$ cat src/hdl/spq_pkg.sv
//------------------------------------------------------------------------------
// spq_pkg
// Types and constants for the stable priority queue.
//------------------------------------------------------------------------------
`default_nettype none

package spq_pkg;

    localparam int DEPTH_DEF  = 16;
    localparam int ID_BITS    = 8;
    localparam int LEVEL_BITS = 8;
    localparam int FILL_BITS  = 5;

    localparam logic KIND_PUSH = 1'b0;
    localparam logic KIND_POP  = 1'b1;

    typedef struct packed {
        logic                  kind;
        logic [ID_BITS-1:0]    item_id;
        logic [LEVEL_BITS-1:0] item_priority;
    } t_in_word;

    typedef struct packed {
        logic                  head_valid;
        logic [ID_BITS-1:0]    head_id;
        logic [LEVEL_BITS-1:0] head_level;
        logic [FILL_BITS-1:0]  fill_count;
        logic                  overflow;
    } t_out_word;

    typedef struct packed {
        logic                  push;
        logic                  pop;
        logic [ID_BITS-1:0]    id;
        logic [LEVEL_BITS-1:0] level;
    } t_cell_ctrl;

endpackage

`default_nettype wire

$ cat src/hdl/spq_cell.sv
//------------------------------------------------------------------------------
// spq_cell
// One slot of the sorted chain: holds, shifts down on insert, shifts up on pop.
//------------------------------------------------------------------------------
`default_nettype none

module spq_cell (
    input  wire logic                           i_clk,
    input  wire spq_pkg::t_cell_ctrl            i_ctrl,
    input  wire logic                           i_occ,
    input  wire logic                           i_prev_keep,
    input  wire logic [spq_pkg::ID_BITS-1:0]    i_prev_id,
    input  wire logic [spq_pkg::LEVEL_BITS-1:0] i_prev_level,
    input  wire logic [spq_pkg::ID_BITS-1:0]    i_next_id,
    input  wire logic [spq_pkg::LEVEL_BITS-1:0] i_next_level,
    output logic                                o_keep,
    output logic [spq_pkg::ID_BITS-1:0]         o_id,
    output logic [spq_pkg::LEVEL_BITS-1:0]      o_level,
    output logic [spq_pkg::ID_BITS-1:0]         o_next_id,
    output logic [spq_pkg::LEVEL_BITS-1:0]      o_next_level
);

    logic [spq_pkg::ID_BITS-1:0]    r_id;
    logic [spq_pkg::LEVEL_BITS-1:0] r_level;
    logic [spq_pkg::ID_BITS-1:0]    n_id;
    logic [spq_pkg::LEVEL_BITS-1:0] n_level;
    logic                           w_keep;

    // stays ahead of an incoming word of equal or lower priority
    assign w_keep = i_occ && (r_level >= i_ctrl.level);

    always_comb begin
        n_id    = r_id;
        n_level = r_level;
        if (i_ctrl.push) begin
            if (!w_keep) begin
                if (i_prev_keep) begin
                    n_id    = i_ctrl.id;
                    n_level = i_ctrl.level;
                end else begin
                    n_id    = i_prev_id;
                    n_level = i_prev_level;
                end
            end
        end else if (i_ctrl.pop) begin
            n_id    = i_next_id;
            n_level = i_next_level;
        end
    end

    always_ff @(posedge i_clk) begin
        r_id    <= n_id;
        r_level <= n_level;
    end

    assign o_keep       = w_keep;
    assign o_id         = r_id;
    assign o_level      = r_level;
    assign o_next_id    = n_id;
    assign o_next_level = n_level;

endmodule

`default_nettype wire

$ cat src/hdl/stable_priority_queue.sv
// A result word is registered; it appears in the cycle after its input is taken.
// Throughput: one push or pop per cycle unless stalled; every cell compares and
// shifts at once. The output register is the only buffer; input stalls only
// while it holds a word that the output side stalls.
// Reset (synchronous, active low) empties the queue and drops any pending result;
// slot contents are not cleared.
//------------------------------------------------------------------------------
// stable_priority_queue
// Bounded priority queue built as a sorted chain of slot cells.
//------------------------------------------------------------------------------
`default_nettype none

module stable_priority_queue #(
    parameter int DEPTH = spq_pkg::DEPTH_DEF
) (
    input  wire logic              i_clk,
    input  wire logic              i_rst_n,
    input  wire logic              i_valid,
    output logic                   o_stall,
    input  wire spq_pkg::t_in_word i_word,
    output logic                   o_valid,
    input  wire logic              i_stall,
    output spq_pkg::t_out_word     o_word
);

    localparam int CW = $clog2(DEPTH + 1);
    localparam int FB = spq_pkg::FILL_BITS;

    logic [CW-1:0]          r_count;
    logic [CW-1:0]          n_count;
    logic                   r_out_valid;
    spq_pkg::t_out_word     r_out_word;
    spq_pkg::t_out_word     n_out_word;
    spq_pkg::t_cell_ctrl    w_ctrl;
    logic                   w_accept;
    logic                   w_empty;
    logic                   w_full;
    logic [FB+CW-1:0]       w_fill_ext;

    logic [DEPTH-1:0]                  w_keep;
    logic [spq_pkg::ID_BITS-1:0]       w_id     [DEPTH];
    logic [spq_pkg::LEVEL_BITS-1:0]    w_level  [DEPTH];
    logic [spq_pkg::ID_BITS-1:0]       w_nid    [DEPTH];
    logic [spq_pkg::LEVEL_BITS-1:0]    w_nlevel [DEPTH];

    assign o_stall  = r_out_valid && i_stall;
    assign w_accept = i_valid && !o_stall;
    assign w_empty  = (r_count == '0);
    assign w_full   = (r_count == CW'(DEPTH));

    assign w_ctrl.push  = w_accept && (i_word.kind == spq_pkg::KIND_PUSH) && !w_full;
    assign w_ctrl.pop   = w_accept && (i_word.kind == spq_pkg::KIND_POP) && !w_empty;
    assign w_ctrl.id    = i_word.item_id;
    assign w_ctrl.level = i_word.item_priority;

    genvar g;
    generate
        for (g = 0; g < DEPTH; g++) begin : g_cell
            logic                           w_prev_keep;
            logic [spq_pkg::ID_BITS-1:0]    w_prev_id;
            logic [spq_pkg::LEVEL_BITS-1:0] w_prev_level;
            logic [spq_pkg::ID_BITS-1:0]    w_next_id;
            logic [spq_pkg::LEVEL_BITS-1:0] w_next_level;

            if (g == 0) begin : g_head
                assign w_prev_keep  = 1'b1;
                assign w_prev_id    = i_word.item_id;
                assign w_prev_level = i_word.item_priority;
            end else begin : g_body
                assign w_prev_keep  = w_keep[g-1];
                assign w_prev_id    = w_id[g-1];
                assign w_prev_level = w_level[g-1];
            end

            if (g == DEPTH - 1) begin : g_tail
                assign w_next_id    = w_id[g];
                assign w_next_level = w_level[g];
            end else begin : g_mid
                assign w_next_id    = w_id[g+1];
                assign w_next_level = w_level[g+1];
            end

            spq_cell u_cell (
                .i_clk        (i_clk),
                .i_ctrl       (w_ctrl),
                .i_occ        (CW'(g) < r_count),
                .i_prev_keep  (w_prev_keep),
                .i_prev_id    (w_prev_id),
                .i_prev_level (w_prev_level),
                .i_next_id    (w_next_id),
                .i_next_level (w_next_level),
                .o_keep       (w_keep[g]),
                .o_id         (w_id[g]),
                .o_level      (w_level[g]),
                .o_next_id    (w_nid[g]),
                .o_next_level (w_nlevel[g])
            );
        end
    endgenerate

    always_comb begin
        n_count = r_count;
        if (w_ctrl.push) begin
            n_count = r_count + CW'(1);
        end else if (w_ctrl.pop) begin
            n_count = r_count - CW'(1);
        end
    end

    assign w_fill_ext = {{FB{1'b0}}, n_count};

    always_comb begin
        n_out_word            = '0;
        n_out_word.head_valid = (n_count != '0);
        if (n_count != '0) begin
            n_out_word.head_id    = w_nid[0];
            n_out_word.head_level = w_nlevel[0];
        end
        n_out_word.fill_count = w_fill_ext[FB-1:0];
        n_out_word.overflow   = w_accept && (i_word.kind == spq_pkg::KIND_PUSH) && w_full;
    end

    always_ff @(posedge i_clk) begin
        if (!i_rst_n) begin
            r_count     <= '0;
            r_out_valid <= 1'b0;
        end else begin
            r_count <= n_count;
            if (w_accept) begin
                r_out_valid <= 1'b1;
            end else if (!i_stall) begin
                r_out_valid <= 1'b0;
            end
        end
    end

    always_ff @(posedge i_clk) begin
        if (w_accept) begin
            r_out_word <= n_out_word;
        end
    end

    assign o_valid = r_out_valid;
    assign o_word  = r_out_word;

endmodule

`default_nettype wire

$ cat config.mk
export PLATFORM = sky130hd
export DESIGN_NAME = stable_priority_queue
export DESIGN_NICKNAME = d
export VERILOG_FILES = /design/src/hdl/spq_pkg.sv /design/src/hdl/spq_cell.sv /design/src/hdl/stable_priority_queue.sv
export SDC_FILE = /design/constraint.sdc
export NUM_CORES = 1
export LEC_CHECK = 0
export ABC_AREA = 1
export ABC_CLOCK_PERIOD_IN_PS = 3800
export BUFFER_PORTS_ARGS = -buffer_cell sky130_fd_sc_hd__buf_4
export CORE_MARGIN = 2
export CORE_UTILIZATION = 40
export CTS_CLUSTER_DIAMETER = 150
export DETAILED_ROUTE_END_ITERATION = 7
export GPL_TIMING_DRIVEN = 0
export SYNTH_ARGS = -nofsm -noshare
export SYNTH_HDL_FRONTEND = slang
export SYNTH_SLANG_ARGS = --single-unit
$ cat constraint.sdc
create_clock -name i_clk -period 3.8 [get_ports i_clk]
set_input_delay 0.57 -clock i_clk [delete_from_list [all_inputs] [get_ports i_clk]]
set_output_delay 0.57 -clock i_clk [all_outputs]
set_load 0.01 [all_outputs]
Yosys cells after proc, flatten, opt, wreduce, memory -nomap -nowiden --
Cells that the tools add are included.
Operators by class: add/subtract/negate cells 2, multipliers 0, div/mod/pow operators 0, $lt $le $gt $ge 32, equality and inequality tests 16, shift-type cells 0, muxes and demuxes 124, bitwise operators 2, reductions and logical operators 44
Operator list (number):
- $mux 8 | 120
- $ge 8x8->1 | 16
- $lt 4x5->1 const A | 8
- $reduce_and 2->1 | 15
- $ne 2x2->1 const B | 14
- $logic_and 1x1->1 | 23
- $lt 3x5->1 const A | 4
- $lt 1x5->1 const A | 2
- $lt 2x5->1 const A | 2
- $mux 5 | 2
- $add 5x1->5 const B | 1
- $eq 5x5->1 const B | 1
- $logic_not 5->1 | 1
- $reduce_bool 5->1 | 1
- $sub 5x1->5 const B | 1
- $logic_not 1->1 | 3
- $mux 1 | 2
- $ne 2x1->1 const B | 1
- $not 1->1 | 2
- $reduce_bool 2->1 | 1
Storage, ports and cells: register bits 285, bits in latches 0, memory bits (writable) 0, memory bits (read-only) 0, input port bits 21, output and inout bits 25, memories kept 0

Longest topological paths before layout --
Gate-level depths: netlist of run 1.
depth in word-level cells 8, depth in mapped cells 16, gate-level depth less buffers 15

Cells and area by module --
A second synthesis of run 1 with hierarchy kept.
Unflattened totals: cell total of the unflattened synthesis 3643, area, all modules 24596.1 um2
By module, submodules not included:
- spq_cell (g_cell[0].u_cell ...) | instances 13, cells each 217, area each 1431.4 um2, seq. area each 320.3 um2
- spq_cell (g_cell[14].u_cell ...) | instances 3, cells each 217, area each 1436.4 um2, seq. area each 320.3 um2
- stable_priority_queue | instances 1, cells each 171, area each 1679.1 um2, seq. area each 810.8 um2

Worst setup path after synthesis of run 1 --
Ideal clock, no wire load.
path type in2reg, from in i_word[5] in the netlist's numbering, to reg g_cell[10].u_cell.r_id (netlist bit g_cell[10].u_cell.o_id[0]) (enable), arrival time 3279 ps, setup slack 122 ps, stages 9, path buffers 2, cell sequence inv_1 -> clkbuf_1 -> ha_1 -> a21oi_1 -> nor3_1 -> nor3_1 -> nand2_1 -> clkbuf_1 -> a31oi_1
Between the ends: word-level cells in the longest chain between the ends 4
RTL lines:
- start, declared | line stable_priority_queue.sv:20 | input wire spq_pkg::t_in_word i_word,
- $ge 8x8->1 | line spq_cell.sv:30 | assign w_keep = i_occ && (r_level >= i_ctrl.level);
- $logic_and 1x1->1 | line spq_cell.sv:30
- $ne 2x2->1 (no line)
- $reduce_and 2->1 (no line)
- end signal, assigned | line spq_cell.sv:52 | r_id <= n_id;
- end, declared | line spq_cell.sv:23 | logic [spq_pkg::ID_BITS-1:0] r_id;
Every way passes these cells. A chain may end at the register's enable or synchronous reset.

Worst setup path in the final report of run 1 --
from in i_word[7] in the netlist's numbering, to reg g_cell[3].u_cell.r_id (netlist bit g_cell[3].u_cell.o_id[0]) (enable)
Between the ends: word-level cells in the longest chain between the ends 4
RTL lines (line):
- $ge 8x8->1 | spq_cell.sv:30
- $logic_and 1x1->1 | spq_cell.sv:30
- $ne 2x2->1 (no line)
- $reduce_and 2->1 (no line)
- end signal, assigned | spq_cell.sv:52
- end, declared | spq_cell.sv:23
Every way passes these cells.

==> results of run 1 <==
cell families after synthesis:
| logic type | after synthesis |
|---|---|
| AOI/OAI and AO/OA | 158 |
| DFF | 285 |
| and+or+nand+nor | 1384 |
| buffers and inverters | 463 |
| xor gates and xnor gates | 4 |
| adders and majority gates | 132 |
per-stage QoR:
step | instances | power [mW] | TNS (ns)
2_1_floorplan | 2426 | 6.751 | 0
3_3_place_gp | 3071 | 7.717 | -614.25
3_5_place_dp | 3087 | 7.911 | -50.85
4_1_cts | 3147 | 11.10 | 0
5_1_grt | 3147 | 11.75 | 0
6_report | 3148 | 11.09 | 0
metal layers:
metal	share of wire, %	up-vias
met5	0	-
met2	47	489
met1	44	8161
met4	2.8	0
li1	-	8182
met3	5.8	99
placed cells by master, fill, tap and decap left out, types with 2 or more instances in the layout:
cell type,netlist,routed
inv_2,5,5
clkinv_1,2,5
nand3_1,456,456
inv_1,331,331
buf_6,1,14
a21oi_2,1,2
nor2_1,43,43
buf_4,2,47
nor3_1,41,41
clkbuf_1,92,103
buf_2,20,20
a21oi_1,73,72
a22oi_1,15,15
buf_12,0,2
o21ai_1,4,4
nand4_1,3,3
clkbuf_2,0,7
a21boi_0,13,13
edfxtp_1,263,263
clkbuf_16,0,37
a31oi_2,0,13
a31oi_4,1,2
nand3_2,2,2
o21ai_0,31,31
o2111ai_1,2,2
ha_1,132,132
nand2_2,2,2
dfxtp_1,22,22
xor2_1,4,4
nand2_1,834,834
buf_1,10,10
cells in the mapped netlist (2+ instances only):
cell type / n
a21boi_0: 13
a21oi_1: 73
a22oi_1: 15
a31oi_1: 14
buf_1: 10
buf_2: 20
buf_4: 2
clkbuf_1: 92
clkinv_1: 2
dfxtp_1: 22
edfxtp_1: 263
ha_1: 132
inv_1: 331
inv_2: 5
nand2_1: 834
nand2_2: 2
nand3_1: 456
nand3_2: 2
nand4_1: 3
nor2_1: 43
nor3_1: 41
o2111ai_1: 2
o21ai_0: 31
o21ai_1: 4
xor2_1: 4
critical path: stages:
cell and delay, ns:
buf_4 0.12, inv_1 0.32, clkbuf_2 0.78, ha_1 0.38, nand2_1 0.07, inv_1 0.03, nor3_1 0.16, nand2_1 0.24
clkbuf_1 0.32, a31oi_2 0.57, buf_6 0.24
layout make-up:
| type | instances | area, sq um | area share (%) |
|---|---|---|---|
| Clock buffer | 55 | 993.5 | 4.727 |
| Tap cell | 600 | 750.7 | 3.572 |
| Multi-Input combinational cell | 1678 | 8559 | 40.73 |
| Inverter | 338 | 1269 | 6.037 |
| Sequential cell | 285 | 8338 | 39.67 |
| Clock inverter | 5 | 46.29 | 0.2203 |
| Antenna cell | 1 | 2.502 | 0.01191 |
| Timing Repair Buffer | 61 | 539.3 | 2.566 |
| Buffer | 125 | 518.0 | 2.465 |
final timing paths:
path	startpoint	to	slack (ns)	cells after the start
worst max register to register	r_count[1]	g_cell[2].u_cell.o_level[1]	0.30	11
worst min register to register	o_valid	o_valid	0.51	2
worst min-delay path	i_word[16]	o_word[0]	0.34	2
worst max-delay path	i_word[7]	g_cell[3].u_cell.o_id[0]	0.22	11
registers in the layout (all words and copies together), names as in the netlist:
| register | count |
|---|---|
| g_cell.u_cell.o_id | 128 |
| g_cell.u_cell.o_level | 128 |
| o_valid | 1 |
| o_word | 23 |
| r_count | 5 |
timing repair:
item | in CTS | in global routing
resized for setup | 0 | 1
endpoints found under the setup margin | 0 | 16
hold buffers | 0 | 0
endpoints found under the hold margin | 0 | 0
power by group:
group          internal, mW  leakage (nW)  switching [mW]  total, mW
clock network          1.85         0.500            1.34       3.19
registers              4.20          2.68           0.393       4.59
logic                  1.06          7.11            2.24       3.30
==> results.sh, run 1 <==
export IMPL_status="complete, no violations"
export IMPL_cp_required_ns=4.05
export IMPL_layout_drive_gt1_share_pct=6.243
export IMPL_hold_viol_final=0
export IMPL_fin_nets=2676
export IMPL_drt_iter0_markers=1393
export IMPL_rsz0062_at_grt="false"
export IMPL_clk_pin_slew_ns=0.06
export IMPL_synth_area_sq_um=18580
export IMPL_clock_latency_ns=0.55
export IMPL_drc=0
export IMPL_synth_top_cell_area_share_pct=42.52
export IMPL_ys_ff_latch=285
export IMPL_fin_crit_sh_pct=94.29
export IMPL_synth_top_family_by_area="simple AND/OR/NAND/NOR gates"
export IMPL_setup_viol=0
export IMPL_syn_nets=2579
export IMPL_totalWireLength_um=56960
export IMPL_synth_area_mux_share_pct=0
export IMPL_dieArea_sq_um=48180
export IMPL_synth_flop_cell="edfxtp_1"
export IMPL_final_fill_count=4548
export IMPL_stdcell_area_sq_um=21020
export IMPL_start_kind="primary input"
export IMPL_syn_area_per_cell_sq_um=7.657
export IMPL_placed_area_sq_um=19970
export IMPL_grt_max_degree=26
export IMPL_viasPerCell=5.378
export IMPL_root_buffer="clkbuf_16"
export IMPL_cts_buffer_depth=3
export IMPL_initial_core_util_pct=40.76
export IMPL_drv_slew=0
export IMPL_cts_buffers=34
export IMPL_synth_xor_area_share_pct=0.1886
export IMPL_grt_pass1_vias=16430
export IMPL_final_util_pct=46.11
export IMPL_rows=78
export IMPL_worst_setup_path_end_kind="flop"
export IMPL_ys_types=35
export IMPL_grt_pass1_wl_um=88210
export IMPL_coreArea_sq_um=45580
export IMPL_netlist_top_cells_area="edfxtp_1, nand2_1, nand3_1"
export IMPL_layout_setup_ws_ns=0.2169
export IMPL_gr_usage_met2_pct=39.41
export IMPL_fin_skew_ns=0.01982
export IMPL_cts_tree="built"
export IMPL_grt_use_met3_pct=3.437
export IMPL_fmax_mhz=279.1
export IMPL_ir_drop_uv=273.7
export IMPL_die_x_um=219.5
export IMPL_drt_pass1_iterations=6
export IMPL_grt_overflow_total=0
export IMPL_gp_congestion=0.8679
export IMPL_ant_nets=0
export IMPL_route_vias_total=16930
export IMPL_portBuffers=45
export IMPL_pre_cts_ws_ns=-0.4257
export IMPL_yosysTopAreaCell="edfxtp_1"
export IMPL_slew_headroom_pct=22.16
export IMPL_grt_antenna_before_repair=0
export IMPL_areaGrowthSynthToFinish_pct=13.14
export IMPL_crit_type="in -> reg"
export IMPL_maxCapViolCount=0
export IMPL_holdWs_ns=0.3377
export IMPL_synth_compound_area_share_pct=4.937
export IMPL_hp_class="in -> reg"
export IMPL_syn_inst=2426
export IMPL_ys_warn_count=0
export IMPL_power_density_nw_per_um2=527.5
export IMPL_die_y_um=219.5
export IMPL_p_leak_nw=10.29
export IMPL_cts_setup_buffers=0
export IMPL_ys_seq_area_share_pct=44.89
export IMPL_use_met1_pct=31.46
export IMPL_synthAdderAreaFrac_pct=8.891
export IMPL_htree_num_levels=2
export IMPL_top_usage_layer="met2"
export IMPL_worst_pin_slew_ns=1.168
export IMPL_yosys_area_share_simple_pct=31.52
export IMPL_place_hpwl_um=42170
export IMPL_period_needed_ns=3.583
export IMPL_cp_max_fo=25
export IMPL_async_reset_ff_share_pct=0
export IMPL_synth_edf_count=263
export IMPL_ios=46
export IMPL_avgRoutedWirePerCell_um=18.09
export IMPL_clock_sinks=285
export IMPL_worstPathArrival_ns=3.83
export IMPL_track_usage_pct=23.56
Note: power is estimated with default switching activity, not from simulation.
==> run 2, diff against run 1 <==
Settings changed: SYNTH_HIERARCHICAL set to 1.
==> results.sh, run 2 <==
export IMPL_fin_skew_ns=0.02501
export IMPL_power_mw=17.90
export IMPL_syn_area_per_cell_sq_um=6.752
export IMPL_clock_latency_ns=0.57
export IMPL_maxCapViolCount=0
export IMPL_clock_sinks=285
export IMPL_hp_class="in -> reg"
export IMPL_p_clk_share_pct=20.8
export IMPL_cts_setup_buffers=0
export IMPL_grt_antenna_before_repair=0
export IMPL_syn_inst=3642
export IMPL_track_usage_pct=22.11
export IMPL_holdWs_ns=0.3032
export IMPL_drt_pass1_iterations=5
export IMPL_avgRoutedWirePerCell_um=15.49
export IMPL_power_density_nw_per_um2=658.6
export IMPL_status="complete, no violations"
export IMPL_placed_area_sq_um=25910
export IMPL_p_switching_mw=7.981
export IMPL_period_needed_ns=3.147
export IMPL_fmax_mhz=317.8
export IMPL_grt_max_degree=84
export IMPL_portBuffers=45
export IMPL_worst_setup_path_end_kind="flop"
export IMPL_syn_nets=3795
export IMPL_drt_iter0_markers=1420
export IMPL_ys_warn_count=6
export IMPL_fin_setup_tns_ns=0
export IMPL_n_antenna_cell=0
export IMPL_areaGrowthSynthToFinish_pct=10.55
export IMPL_cp_required_ns=4.13
export IMPL_layout_commonest_cell="nand2_1"
export IMPL_ios=46
export IMPL_hold_buffers=0
export IMPL_slew_headroom_pct=19.28
export IMPL_hold_viol_final=0
export IMPL_route_vias_total=23040
export IMPL_die_x_um=252.0
export IMPL_layout_drive_gt1_share_pct=14.75
export IMPL_place_hpwl_um=52080
export IMPL_intPower_mw=9.923
export IMPL_cp_max_fo=83
export IMPL_fin_nets=3880
export IMPL_ir_drop_uv=359.5
export IMPL_swShare_pct=44.58
export IMPL_cts_tree="built"
export IMPL_synth_area_sq_um=24590
export IMPL_final_util_pct=44.87
export IMPL_coreArea_sq_um=60580
export IMPL_setup_viol=0
export IMPL_cts_buffer_depth=3
export IMPL_start_kind="flop"
export IMPL_initial_core_util_pct=40.59
export IMPL_grt_pass1_vias=22030
export IMPL_htree_num_levels=2
export IMPL_rows=90
export IMPL_clk_pin_slew_ns=0.06
export IMPL_fin_crit_sh_pct=82.81
export IMPL_grt_pass1_wl_um=115100
export IMPL_rsz0062_at_grt="false"
export IMPL_grt_overflow_total=0
export IMPL_die_y_um=252.0
export IMPL_viasPerCell=5.077
export IMPL_worstPathArrival_ns=3.48
export IMPL_cts_buffers=38
export IMPL_totalWireLength_um=70280
export IMPL_drv_slew=0
export IMPL_stdcell_area_sq_um=27190
export IMPL_root_buffer="clkbuf_16"
export IMPL_worst_pin_slew_ns=1.211
export IMPL_ant_nets=0
export IMPL_cts_resized=0
export IMPL_combPwrFrac_pct=47.0
export IMPL_power_frac_seq_pct=32.2
export IMPL_dieArea_sq_um=63480
export IMPL_gp_congestion=0.8340
export IMPL_drc=0
export IMPL_crit_type="reg -> reg"
export IMPL_p_leak_nw=13.48
export IMPL_final_cell_mix="nand2_1, nand3_1, inv_1"
[run 2: path summary, 6_finish.rpt]
| check | startpoint | end | slack, ns | cells after the start |
|---|---|---|---|---|
| setup reg to reg | r_count[0] | o_word[9] | 0.65 | 11 |
| hold / removal | i_stall | o_valid | 0.30 | 3 |
| setup / recovery | r_count[0] | o_word[9] | 0.65 | 11 |
| hold reg to reg | o_valid | o_valid | 0.50 | 2 |
[run 2: area by class of cell]
| type | count | area (sq um) |
|---|---|---|
| well taps | 782 | 978.4 |
| plain buffers | 213 | 2121 |
| multi-input cells | 2663 | 14730 |
| flip-flops and latches | 285 | 5936 |
| clock buffers | 56 | 1140 |
| inverters | 481 | 1808 |
| clock inverters | 13 | 137.6 |
| repair buffers | 45 | 337.8 |
| fillers | 6438 | 33400 |
[run 2: stage by stage]
step	instances	worst slack, ns
6_report	4538	0.6531
5_1_grt	4538	0.3742
4_1_cts	4538	0.6583
3_5_place_dp	4469	0.5913
3_3_place_gp	4469	0.6027
2_1_floorplan	3642	1.342
[run 2: power groups by stage]
stage / combinational, mW / sequential [mW] / clock (mW)
2_1_floorplan: 6.77 / 5.21 / 0
3_3_place_gp: 8.28 / 5.86 / 0
3_5_place_dp: 8.34 / 5.84 / 0
4_1_cts: 8.40 / 5.78 / 3.84
5_1_grt: 9.68 / 5.93 / 3.93
6_report: 8.41 / 5.77 / 3.73
[run 2: per-layer routing]
layer / share of wire, % / track usage [%] / wire length, um
met5: 0 / 0 / 0
met4: 1.9 / 5.478 / 1361
met3: 3.9 / 2.517 / 2775
met2: 45 / 36.53 / 31970
met1: 49 / 30.65 / 34170
[run 2: critical path: stages (launching register included)]
cell      delay [ns]
dfxtp_1         0.48
inv_1           0.18
ha_1            0.29
nand3_4         0.12
nand2_4         0.09
inv_4           0.84
clkbuf_1        0.45
o21ai_0         0.18
nand2_1         0.08
nand2_1         0.08
inv_1           0.07
a21oi_2         0.03
